===== src/rtl/core/mhb_pkg.sv =====
package mhb_pkg;

	typedef enum logic [3:0] {
		OP_NONE,
		OP_LOAD,
		OP_BUILD_INIT,
		OP_NODE_RD,
		OP_NODE_CAP,
		OP_CHILD_RD,
		OP_CHILD_CMP,
		OP_PLACE,
		OP_NEXT_NODE,
		OP_EMIT_RD,
		OP_EMIT_CAP,
		OP_EMIT_NEXT,
		OP_CLEAR
	} op_t;

	typedef struct packed {
		logic node_zero;
		logic swap;
		logic big_has_child;
		logic emit_last;
	} status_t;

endpackage


===== src/rtl/core/mhb_dp.sv =====
module mhb_dp import mhb_pkg::*; #(
	parameter int DEPTH = 64
) (
	input  logic               clk,
	input  logic               arst_n,
	input  op_t                op,
	input  logic signed [31:0] value,
	output status_t            status,
	output logic signed [31:0] element,
	output logic               final_res,
	output logic               overflow
);

	localparam int CW = $clog2(DEPTH + 1);
	localparam int AW = (DEPTH > 1) ? $clog2(DEPTH) : 1;

	logic signed [31:0] mem [DEPTH];
	logic signed [31:0] rd_a_q, rd_b_q, cur_q, elem_q;
	logic [CW-1:0]      cnt_q, node_q, pos_q, emit_q;
	logic               drop_q, final_q, ovf_q;

	logic [CW:0]        lchild, rchild;
	logic [CW-1:0]      node_m1, pos_m1, emit_m1, lchild_m1, big_pos;
	logic               r_ok, take_r, swap, not_full;
	logic signed [31:0] big_val;
	logic [AW-1:0]      raddr_a, raddr_b, waddr;
	logic signed [31:0] wdata;
	logic               we;

	assign lchild    = {pos_q, 1'b0};
	assign rchild    = {pos_q, 1'b1};
	assign node_m1   = node_q - CW'(1);
	assign pos_m1    = pos_q - CW'(1);
	assign emit_m1   = emit_q - CW'(1);
	assign lchild_m1 = lchild[CW-1:0] - CW'(1);
	assign not_full  = cnt_q < CW'(DEPTH);

	assign r_ok    = rchild <= {1'b0, cnt_q};
	assign take_r  = r_ok && (rd_b_q > rd_a_q);
	assign big_val = take_r ? rd_b_q : rd_a_q;
	assign big_pos = take_r ? rchild[CW-1:0] : lchild[CW-1:0];
	assign swap    = big_val > cur_q;

	assign status.node_zero     = node_q == '0;
	assign status.swap          = swap;
	assign status.big_has_child = {big_pos, 1'b0} <= {1'b0, cnt_q};
	assign status.emit_last     = emit_q == cnt_q;

	always_comb begin
		case (op)
			OP_NODE_RD:  raddr_a = node_m1[AW-1:0];
			OP_CHILD_RD: raddr_a = lchild_m1[AW-1:0];
			OP_EMIT_RD:  raddr_a = emit_m1[AW-1:0];
			default:     raddr_a = '0;
		endcase
	end

	assign raddr_b = lchild[AW-1:0];

	always_comb begin
		case (op)
			OP_LOAD: begin
				we    = not_full;
				waddr = cnt_q[AW-1:0];
				wdata = value;
			end
			OP_CHILD_CMP: begin
				we    = 1'b1;
				waddr = pos_m1[AW-1:0];
				wdata = swap ? big_val : cur_q;
			end
			OP_PLACE: begin
				we    = 1'b1;
				waddr = pos_m1[AW-1:0];
				wdata = cur_q;
			end
			default: begin
				we    = 1'b0;
				waddr = '0;
				wdata = cur_q;
			end
		endcase
	end

	always_ff @(posedge clk) begin
		if (we) begin
			mem[waddr] <= wdata;
		end
		rd_a_q <= mem[raddr_a];
		rd_b_q <= mem[raddr_b];
	end

	always_ff @(posedge clk or negedge arst_n) begin
		if (!arst_n) begin
			cnt_q  <= '0;
			drop_q <= 1'b0;
			node_q <= '0;
			emit_q <= '0;
		end else begin
			case (op)
				OP_LOAD: begin
					if (not_full) begin
						cnt_q <= cnt_q + CW'(1);
					end else begin
						drop_q <= 1'b1;
					end
				end
				OP_BUILD_INIT: begin
					node_q <= cnt_q >> 1;
					emit_q <= CW'(1);
				end
				OP_NEXT_NODE: node_q <= node_m1;
				OP_EMIT_NEXT: emit_q <= emit_q + CW'(1);
				OP_CLEAR: begin
					cnt_q  <= '0;
					drop_q <= 1'b0;
				end
				default: ;
			endcase
		end
	end

	always_ff @(posedge clk) begin
		case (op)
			OP_NODE_RD:  pos_q <= node_q;
			OP_NODE_CAP: cur_q <= rd_a_q;
			OP_CHILD_CMP: begin
				if (swap) begin
					pos_q <= big_pos;
				end
			end
			OP_EMIT_CAP: begin
				elem_q  <= rd_a_q;
				final_q <= emit_q == cnt_q;
				ovf_q   <= drop_q;
			end
			default: ;
		endcase
	end

	assign element   = elem_q;
	assign final_res = final_q;
	assign overflow  = ovf_q;

endmodule


===== src/rtl/core/mhb_ctrl.sv =====
module mhb_ctrl import mhb_pkg::*; (
	input  logic    clk,
	input  logic    arst_n,
	input  logic    in_valid,
	input  logic    in_last,
	input  logic    out_stall,
	input  status_t status,
	output logic    in_stall,
	output logic    out_valid,
	output op_t     op
);

	typedef enum logic [3:0] {
		S_LOAD,
		S_BUILD_INIT,
		S_NODE_CHK,
		S_NODE_RD,
		S_NODE_CAP,
		S_CHILD_RD,
		S_CHILD_CMP,
		S_PLACE,
		S_NEXT_NODE,
		S_EMIT_RD,
		S_EMIT_CAP,
		S_EMIT_HOLD
	} state_t;

	state_t state_q;
	logic   in_stall_q, out_valid_q;
	logic   in_beat;

	assign in_beat   = in_valid && !in_stall_q;
	assign in_stall  = in_stall_q;
	assign out_valid = out_valid_q;

	always_comb begin
		case (state_q)
			S_LOAD:       op = in_beat ? OP_LOAD : OP_NONE;
			S_BUILD_INIT: op = OP_BUILD_INIT;
			S_NODE_RD:    op = OP_NODE_RD;
			S_NODE_CAP:   op = OP_NODE_CAP;
			S_CHILD_RD:   op = OP_CHILD_RD;
			S_CHILD_CMP:  op = OP_CHILD_CMP;
			S_PLACE:      op = OP_PLACE;
			S_NEXT_NODE:  op = OP_NEXT_NODE;
			S_EMIT_RD:    op = OP_EMIT_RD;
			S_EMIT_CAP:   op = OP_EMIT_CAP;
			S_EMIT_HOLD: begin
				if (out_stall) begin
					op = OP_NONE;
				end else if (status.emit_last) begin
					op = OP_CLEAR;
				end else begin
					op = OP_EMIT_NEXT;
				end
			end
			default:      op = OP_NONE;
		endcase
	end

	always_ff @(posedge clk or negedge arst_n) begin
		if (!arst_n) begin
			state_q     <= S_LOAD;
			in_stall_q  <= 1'b0;
			out_valid_q <= 1'b0;
		end else begin
			case (state_q)
				S_LOAD: begin
					if (in_beat && in_last) begin
						state_q    <= S_BUILD_INIT;
						in_stall_q <= 1'b1;
					end
				end
				S_BUILD_INIT: state_q <= S_NODE_CHK;
				S_NODE_CHK:   state_q <= status.node_zero ? S_EMIT_RD : S_NODE_RD;
				S_NODE_RD:    state_q <= S_NODE_CAP;
				S_NODE_CAP:   state_q <= S_CHILD_RD;
				S_CHILD_RD:   state_q <= S_CHILD_CMP;
				S_CHILD_CMP: begin
					if (!status.swap) begin
						state_q <= S_NEXT_NODE;
					end else if (status.big_has_child) begin
						state_q <= S_CHILD_RD;
					end else begin
						state_q <= S_PLACE;
					end
				end
				S_PLACE:      state_q <= S_NEXT_NODE;
				S_NEXT_NODE:  state_q <= S_NODE_CHK;
				S_EMIT_RD:    state_q <= S_EMIT_CAP;
				S_EMIT_CAP: begin
					state_q     <= S_EMIT_HOLD;
					out_valid_q <= 1'b1;
				end
				S_EMIT_HOLD: begin
					if (!out_stall) begin
						out_valid_q <= 1'b0;
						if (status.emit_last) begin
							state_q    <= S_LOAD;
							in_stall_q <= 1'b0;
						end else begin
							state_q <= S_EMIT_RD;
						end
					end
				end
				default: state_q <= S_LOAD;
			endcase
		end
	end

endmodule


===== src/rtl/core/max_heap_build.sv =====
// max_heap_build: collects a batch of signed 32-bit values and returns it
// rearranged as a binary max-heap in array order, root first.
// input channel: value and last, moved by in_valid / in_stall. one beat is
// taken per cycle while loading; the beat with last set closes the batch.
// beats beyond DEPTH are dropped and reported on overflow.
// after the closing beat in_stall stays high while the heap is built and
// emitted. building sifts each internal node down through one memory with
// one write and two read ports: setup, then per node a fetch and a read
// and compare of its children, another read and compare per further level
// it moves, a place step at rest on a leaf, then a step to the next node.
// output channel: element, final_res, overflow, moved by out_valid /
// out_stall. each element goes through a memory read, the output register
// and its beat, plus any stall by the receiver; the output holds while
// out_stall is high. final_res marks the last beat of the batch.
// the cycle after that beat in_stall drops and the next batch may load.
// reset (arst_n low) empties the batch and returns to loading; the store
// needs no clearing pass.
module max_heap_build import mhb_pkg::*; #(
	parameter int DEPTH = 64
) (
	input  logic               clk,
	input  logic               arst_n,
	input  logic               in_valid,
	output logic               in_stall,
	input  logic signed [31:0] value,
	input  logic               last,
	output logic               out_valid,
	input  logic               out_stall,
	output logic signed [31:0] element,
	output logic               final_res,
	output logic               overflow
);

	op_t     op;
	status_t status;

	mhb_ctrl u_ctrl (
		.clk       (clk),
		.arst_n    (arst_n),
		.in_valid  (in_valid),
		.in_last   (last),
		.out_stall (out_stall),
		.status    (status),
		.in_stall  (in_stall),
		.out_valid (out_valid),
		.op        (op)
	);

	mhb_dp #(
		.DEPTH (DEPTH)
	) u_dp (
		.clk       (clk),
		.arst_n    (arst_n),
		.op        (op),
		.value     (value),
		.status    (status),
		.element   (element),
		.final_res (final_res),
		.overflow  (overflow)
	);

	a_no_load_while_emit: assert property (@(posedge clk) disable iff (!arst_n)
		out_valid |-> in_stall)
		else $error("input open while a result is pending");

	a_last_closes_batch: assert property (@(posedge clk) disable iff (!arst_n)
		in_valid && !in_stall && last |=> in_stall && !out_valid)
		else $error("closing beat did not stop loading");

	a_final_reopens: assert property (@(posedge clk) disable iff (!arst_n)
		out_valid && !out_stall && final_res |=> !in_stall && !out_valid)
		else $error("final beat did not return to loading");

	a_beat_rereads: assert property (@(posedge clk) disable iff (!arst_n)
		out_valid && !out_stall && !final_res |=> !out_valid && in_stall)
		else $error("emission did not advance after a beat");

endmodule


===== config.mk =====
export PLATFORM = sky130hd
export DESIGN_NAME = max_heap_build
export DESIGN_NICKNAME = d
export VERILOG_FILES = /design/src/rtl/core/mhb_pkg.sv /design/src/rtl/core/mhb_dp.sv /design/src/rtl/core/mhb_ctrl.sv /design/src/rtl/core/max_heap_build.sv
export SDC_FILE = /design/constraint.sdc
export NUM_CORES = 2
export LEC_CHECK = 0
export BUFFER_PORTS_ARGS = -buffer_cell sky130_fd_sc_hd__buf_2
export CORE_MARGIN = 3
export CORE_UTILIZATION = 35
export DETAILED_ROUTE_END_ITERATION = 8
export GPL_TIMING_DRIVEN = 1
export SYNTH_ARGS = -nofsm -noshare
export SYNTH_HDL_FRONTEND = slang
export SYNTH_HIERARCHICAL = 1
export SYNTH_SLANG_ARGS = --single-unit

===== constraint.sdc =====
create_clock -name clk -period 14.4 [get_ports clk]
set_input_delay 0.72 -clock clk [delete_from_list [all_inputs] [get_ports clk]]
set_output_delay 0.72 -clock clk [all_outputs]
set_load 0.05 [all_outputs]

# Yosys cells after proc, flatten, opt, wreduce, memory -nomap -nowiden
# Memories as Yosys holds them, arrays and structs flattened. A register that Yosys moved wholly into a read port is not among the register bits.
# Cells that the tools add are included.
[op_classes] bitwise_logic=0 n_reduce_logical=20 addsub=6 muxes=34 multipliers=0 n_shift=0 eq_ne=30 n_div=0 n_lt_le_gt_ge=5
[op_table] operator="$pmux 4 s11" n=2
[op_table] operator="$gt 32x32->1" n=2
[op_table] operator="$mux 32" n=2
[op_table] operator="$pmux 32 s2" n=1
[op_table] operator="$pmux 7 s2" n=4
[op_table] operator="$eq 4x4->1 const B" n=9
[op_table] operator="$eq 4x3->1 const B" n=8
[op_table] operator="$mux 4" n=6
[op_table] operator="$pmux 6 s3" n=1
[op_table] operator="$sub 6x1->6 const B" n=3
[op_table] operator="$eq 4x2->1 const B" n=4
[op_table] operator="$le 8x7->1" n=2
[op_table] operator="$add 7x1->7 const B" n=2
[op_table] operator="$mux 7" n=2
[op_table] operator="$pmux 6 s2" n=1
[op_table] operator="$reduce_bool 2->1" n=6
[op_table] operator="$reduce_and 2->1" n=5
[op_table] operator="$mux 1" n=9
[op_table] operator="$eq 4x1->1 const B" n=2
[op_table] operator="$pmux 1 s2" n=4
[op_table] operator="$eq 7x7->1" n=1
[op_table] operator="$logic_not 7->1" n=1
[op_table] operator="$lt 7x7->1 const B" n=1
[op_table] operator="$sub 7x1->7 const B" n=1
[op_table] operator="other kinds (9)" n=16
[word_totals] latch_bits=0 wordCells=108 romBits=0 register_bits=101 ramBits=2048 inputBits=37 memories=1 out_inout_bits=36
[memory_table] memory="u_dp.mem" depth=64 width=32 rd=2 rd_clocked_by_memory_dff=2 write_ports=1 line="mhb_dp.sv:17" source="logic signed [31:0] mem [DEPTH];"

# Depth between registers and ports, before layout
[logic_depth] depth_word=9 ltp_mapped=28 mapped_depth_nobuf=21

# Cells and area by module
# The synthesis kept the hierarchy.
[modules_own_cells] mod="mhb_dp" seq_area_each_um2=65522.8 n_inst=1 cells_each=6151 area_per_inst_um2=96035.9
[modules_own_cells] mod="mhb_ctrl" seq_area_each_um2=150.1 n_inst=1 cells_each=61 area_per_inst_um2=493.0

# Worst setup path before layout
# OpenSTA, ideal clock, no wires.
[synth_timing] path_kind="register to register" start="register u_dp.pos_q[0]" end="memory u_dp.mem[0][12], data pin" path_stages_with_launch=26 setup_ns=0.567 synth_period_minus_slack_ns=8.030 required_ns=13.833 arrival_time_ns=7.463 slack_ns=6.370 cell_sequence="edfxtp_1 buf_2 clkbuf_1 buf_2 buf_2 clkbuf_1 inv_1 ha_1 nor2b_1 o21a_1 o21ai_0 a21oi_1 nor3_1 mux2i_1 buf_2 mux2i_1 inv_1 ha_1 a21o_1 a21o_1 a2111oi_0 a31oi_1 o211ai_1 nand2_1 clkbuf_1 o221ai_1"
[synth_between] elab_chain_len=6
[synth_rtl] element="start: declaration" line="mhb_dp.sv:19" source="logic [CW-1:0] cnt_q, node_q, pos_q, emit_q;"
[synth_rtl] element="start signal: assignment" line="mhb_dp.sv:125" source="OP_NODE_RD: pos_q <= node_q;"
[synth_rtl] element="start signal: assignment" line="mhb_dp.sv:129" source="pos_q <= big_pos;"
[synth_rtl] element="$le 8x7->1 *" line="mhb_dp.sv:38" source="assign r_ok = rchild <= {1'b0, cnt_q};"
[synth_rtl] element="$logic_and 1x1->1 *" line="mhb_dp.sv:39" source="assign take_r = r_ok && (rd_b_q > rd_a_q);"
[synth_rtl] element="$mux 32 *" line="mhb_dp.sv:40" source="assign big_val = take_r ? rd_b_q : rd_a_q;"
[synth_rtl] element="$gt 32x32->1" line="mhb_dp.sv:42" source="assign swap = big_val > cur_q;"
[synth_rtl] element="$mux 32 *" line="mhb_dp.sv:70" source="wdata = swap ? big_val : cur_q;"
[synth_rtl] element="$pmux 32 s2 *" line="mhb_dp.sv:61" source="case (op)"
[synth_rtl] element="via u_dp.wdata[12]" line="mhb_dp.sv:27" source="logic signed [31:0] wdata;"
[synth_rtl] element="end: declaration" line="mhb_dp.sv:17"
# Mark *: on every way through the listed nets, which the timed path passes. The rest lies on a longest branch.

# Worst setup path after layout
[layout_timing] start="register u_dp.rd_a_q[6] (read register of u_dp.mem)" end="memory u_dp.mem[6][3], data pin"
[layout_between] elab_chain_len=6
[layout_rtl] element="start: declaration" line="mhb_dp.sv:18" source="logic signed [31:0] rd_a_q, rd_b_q, cur_q, elem_q;"
[layout_rtl] element="$gt 32x32->1" line="mhb_dp.sv:39"
[layout_rtl] element="$logic_and 1x1->1" line="mhb_dp.sv:39"
[layout_rtl] element="$mux 32 *" line="mhb_dp.sv:40"
[layout_rtl] element="$gt 32x32->1" line="mhb_dp.sv:42"
[layout_rtl] element="$mux 32 *" line="mhb_dp.sv:70"
[layout_rtl] element="$pmux 32 s2 *" line="mhb_dp.sv:61"
[layout_rtl] element="via u_dp.wdata[3]" line="mhb_dp.sv:27"
# Marks and branches as above.

==> impl_metrics.ini <==
[sta]
setup_violations = 0
final.setup.tns_ns = 0
slew_headroom_pct = 6.553
worst_slew_pin_slew_ns = 1.398
drv_slew = 0
finClkSkew_ns = 0.02756
period_needed_ns = 7.604
hold_viol = 0
rsz0062_at_grt = no
period_share_pct = 52.80
fmax_ghz = 0.1315

[setup_path]
cp.depth = 19
r2r_cells = 19
max_stage_delay_ns = 0.86
crit_chain = inv_1, ha_1, nand4_1, nor4_1, a21o_1, nor3b_1, mux2i_4, buf_4, mux2i_1, inv_1, ha_1, nand4_1, nor3_1, a21oi_1, a311oi_1, o211ai_1, nand2_4, o221ai_4, buf_4
reg2reg_to = u_dp/mem[6][3]
critPathMaxFanout = 64
worst_setup_path_end_kind = flip-flop
path_class = flip-flop to flip-flop
critPathBufInv = 4
slowest_stage = mux2i_4
r2r_start = u_dp/rd_a_q[6]
path_delay_family = simple AND/OR/NAND/NOR gates
rrSetupSlack_ns = 6.80
startpoint = u_dp/rd_a_q[6]
crit_required_ns = 14.91
endpoint = u_dp/mem[6][3]
start_kind = flip-flop
cp.arrival_ns = 8.11

[yosys]
synth-edff-count = 2121
ys_seq_elements = 2213
ys_seq_area_share_pct = 68.03
ys_async_sr_fraction_pct = 1.265
yosysWarnings = 6
synth-main-ff-cell = edfxtp_1
synth.net_count = 6330
synth.distinct_cells = 84
mappedNetlistArea_um2 = 96530
postSynthAreaPerCell_um2 = 15.54
syn_inst = 6212

[floorplan]
die-area_um2 = 282100
coreArea_um2 = 274100
die_h_um = 531.2
initial_core_util_pct = 35.22
rows = 192
ios = 73
fp.dieW_um = 531.2

[clocking]
clock_path_buffers = 3
cts_buffers = 214
cts_tree = done
htreeDepth = 4
clk_latency_ns = 0.87
cts_setup_buffers = 0
clock-sinks = 2213
cts_root_buf = clkbuf_16
clk_pin_slew_worst_paths_ns = 0.06

[placement]
dp.cells = 9742
dp.final_hpwl_um = 191200
post_dp_cell_area_um2 = 102400
gp_congestion = 0.9040
io_buffers = 72

[global_routing]
grt_max_degree = 126
gr-usage-all-layers_pct = 23.61
overflow = 0
grt_pass1_wl_um = 469200
antenna_found_initial = 17
grt_pass1_vias = 58890

[route]
drtIter0Drc = 9070
drtAntennaViolNets = 0
vias = 61660
drtPass1Iterations = 6
remaining_drc_errors = 0
wire_per_inst_um = 33.49
wl_um = 339700
viasPerCell = 6.079

[layout]
syn_to_final_growth_pct = 13.30
stdcell_area_um2 = 109400
final_cell_mix = 2121 x edfxtp_1, 916 x nand2_1, 726 x mux2i_1
final_cells = 10140
final_common_cell = edfxtp_1
fin_util_pct = 39.90
drive_gt1_share_pct = 16.27
fin_nets = 6391

[min_path]
min_path_type = input port to flip-flop

[status]
status = finished, final reports clean

[power_and_ir_drop]
p_leak_uw = 0.03867
ir_drop_mv = 0.1505
power-per-cell-area_nw_per_um2 = 208.4

[run]
max_cap_viol_count = 0
cell families (layout without fill, tap and decap cells):
group	Yosys count	count (layout)	share of synthesized area, %
DFF	2213	2213	68.03
and+or+nand+nor	1521	1521	6.933
muxes	1073	1073	15.40
AOI/OAI and AO/OA	768	768	5.950
buffers and inverters	537	773	2.459
adders and majority gates	81	81	1.050
xor gates and xnor gates	19	19	0.1724
other	0	8	0
synthesized netlist by cell type, drive strengths merged (4+ instances only):
cell / number / area share, %
edfxtp: 2121 / 66
nand2: 918 / 3.6
mux2i: 727 / 7.5
mux4: 328 / 7.7
buf: 251 / 1.3
a32oi: 203 / 1.8
nor2: 185 / 0.72
clkbuf: 164 / 0.64
nand4: 131 / 0.85
inv: 122 / 0.47
nand3: 107 / 0.55
o21ai: 91 / 0.48
a21oi: 89 / 0.47
ha: 81 / 1.0
o221ai: 66 / 0.60
dfxtp: 64 / 1.3
a211oi: 56 / 0.44
a311oi: 56 / 0.51
o22ai: 42 / 0.28
and2: 40 / 0.26
o31ai: 35 / 0.28
a31oi: 29 / 0.19
dfrtp: 28 / 0.73
nor3: 28 / 0.15
and3: 21 / 0.14
nor2b: 20 / 0.13
mux2: 18 / 0.21
a21o: 17 / 0.13
nor4: 15 / 0.10
o211ai: 15 / 0.12
xnor2: 14 / 0.13
o21a: 11 / 0.086
a221oi: 9 / 0.082
nand2b: 9 / 0.058
nor3b: 9 / 0.070
or3: 9 / 0.058
or4: 7 / 0.058
a2111oi: 6 / 0.054
o2111ai: 6 / 0.054
a22oi: 5 / 0.039
xor2: 5 / 0.045
a221o: 4 / 0.041
a31o: 4 / 0.036
nand3b: 4 / 0.031
nor4bb: 4 / 0.041
routing by layer:
metal	GRT usage (%)	vias to the layer above	part of all wire (%)
li1	-	24760	-
met1	31.27	31800	38
met2	36.84	4251	46
met3	5.624	833	12
met4	10.74	8	5.1
met5	0	-	0.017
worst min path at each step:
stage / start / to / depth (start not counted)
finish: in_valid / u_ctrl/in_stall / 3
global route: in_valid / u_ctrl/in_stall / 3
CTS: in_valid / u_ctrl/in_stall / 3
detailed placement: u_dp/drop_q / u_dp/overflow / 0
global placement: u_dp/drop_q / u_dp/overflow / 0
floorplan: arst_n / u_ctrl/in_stall / 0
registers in the layout, indices dropped and copies added (netlist names), 4 cells and up:
signal / count
u_dp/node_q: 7
u_dp/rd_a_q: 32
u_dp/mem: 2048
u_ctrl/state_q: 4
u_dp/emit_q: 7
u_dp/pos_q: 7
u_dp/cur_q: 32
u_dp/cnt_q: 7
u_dp/element: 32
u_dp/rd_b_q: 32
power breakdown:
part           switching, µW  internal [µW]  total, µW
Sequential               201           8710       8910
Combinational           5840           2370       8220
Clock                   2460           3210       5670
per-stage QoR:
| stage | hold slack (ns) | setup slack [ns] | power, µW |
|---|---|---|---|
| 6_report | 0.1422 | 6.796 | 22800 |
| 4_1_cts | 0.08221 | 6.912 | 22670 |
| 2_1_floorplan | 0.4244 | 6.370 | 13790 |
| 5_1_grt | 0.1478 | 6.536 | 23490 |
| 3_3_place_gp | 0.4541 | 7.077 | 16950 |
| 3_5_place_dp | 0.4394 | 6.959 | 17050 |
tightest hold or removal path: stages:
cell and delay, ns:
buf_2 0.10, a31oi_1 0.07, nor2_1 0.07
what timing repair did:
item	4_1_cts	5_1_grt
resized for setup	0	0
hold buffers	1	0
hold endpoints to repair	28	0
area by class of cell:
type                    count  area, µm²
inverters                 122      459.2
clock buffers             269       5675
flip-flops and latches   2213      65670
diodes                      8      20.02
multi-input cells        3462      29730
repair buffers            260       1937
clock inverters           122       1266
fillers                 24850     164700
well taps                3686       4612
Note: power is estimated with default switching activity, not from simulation.
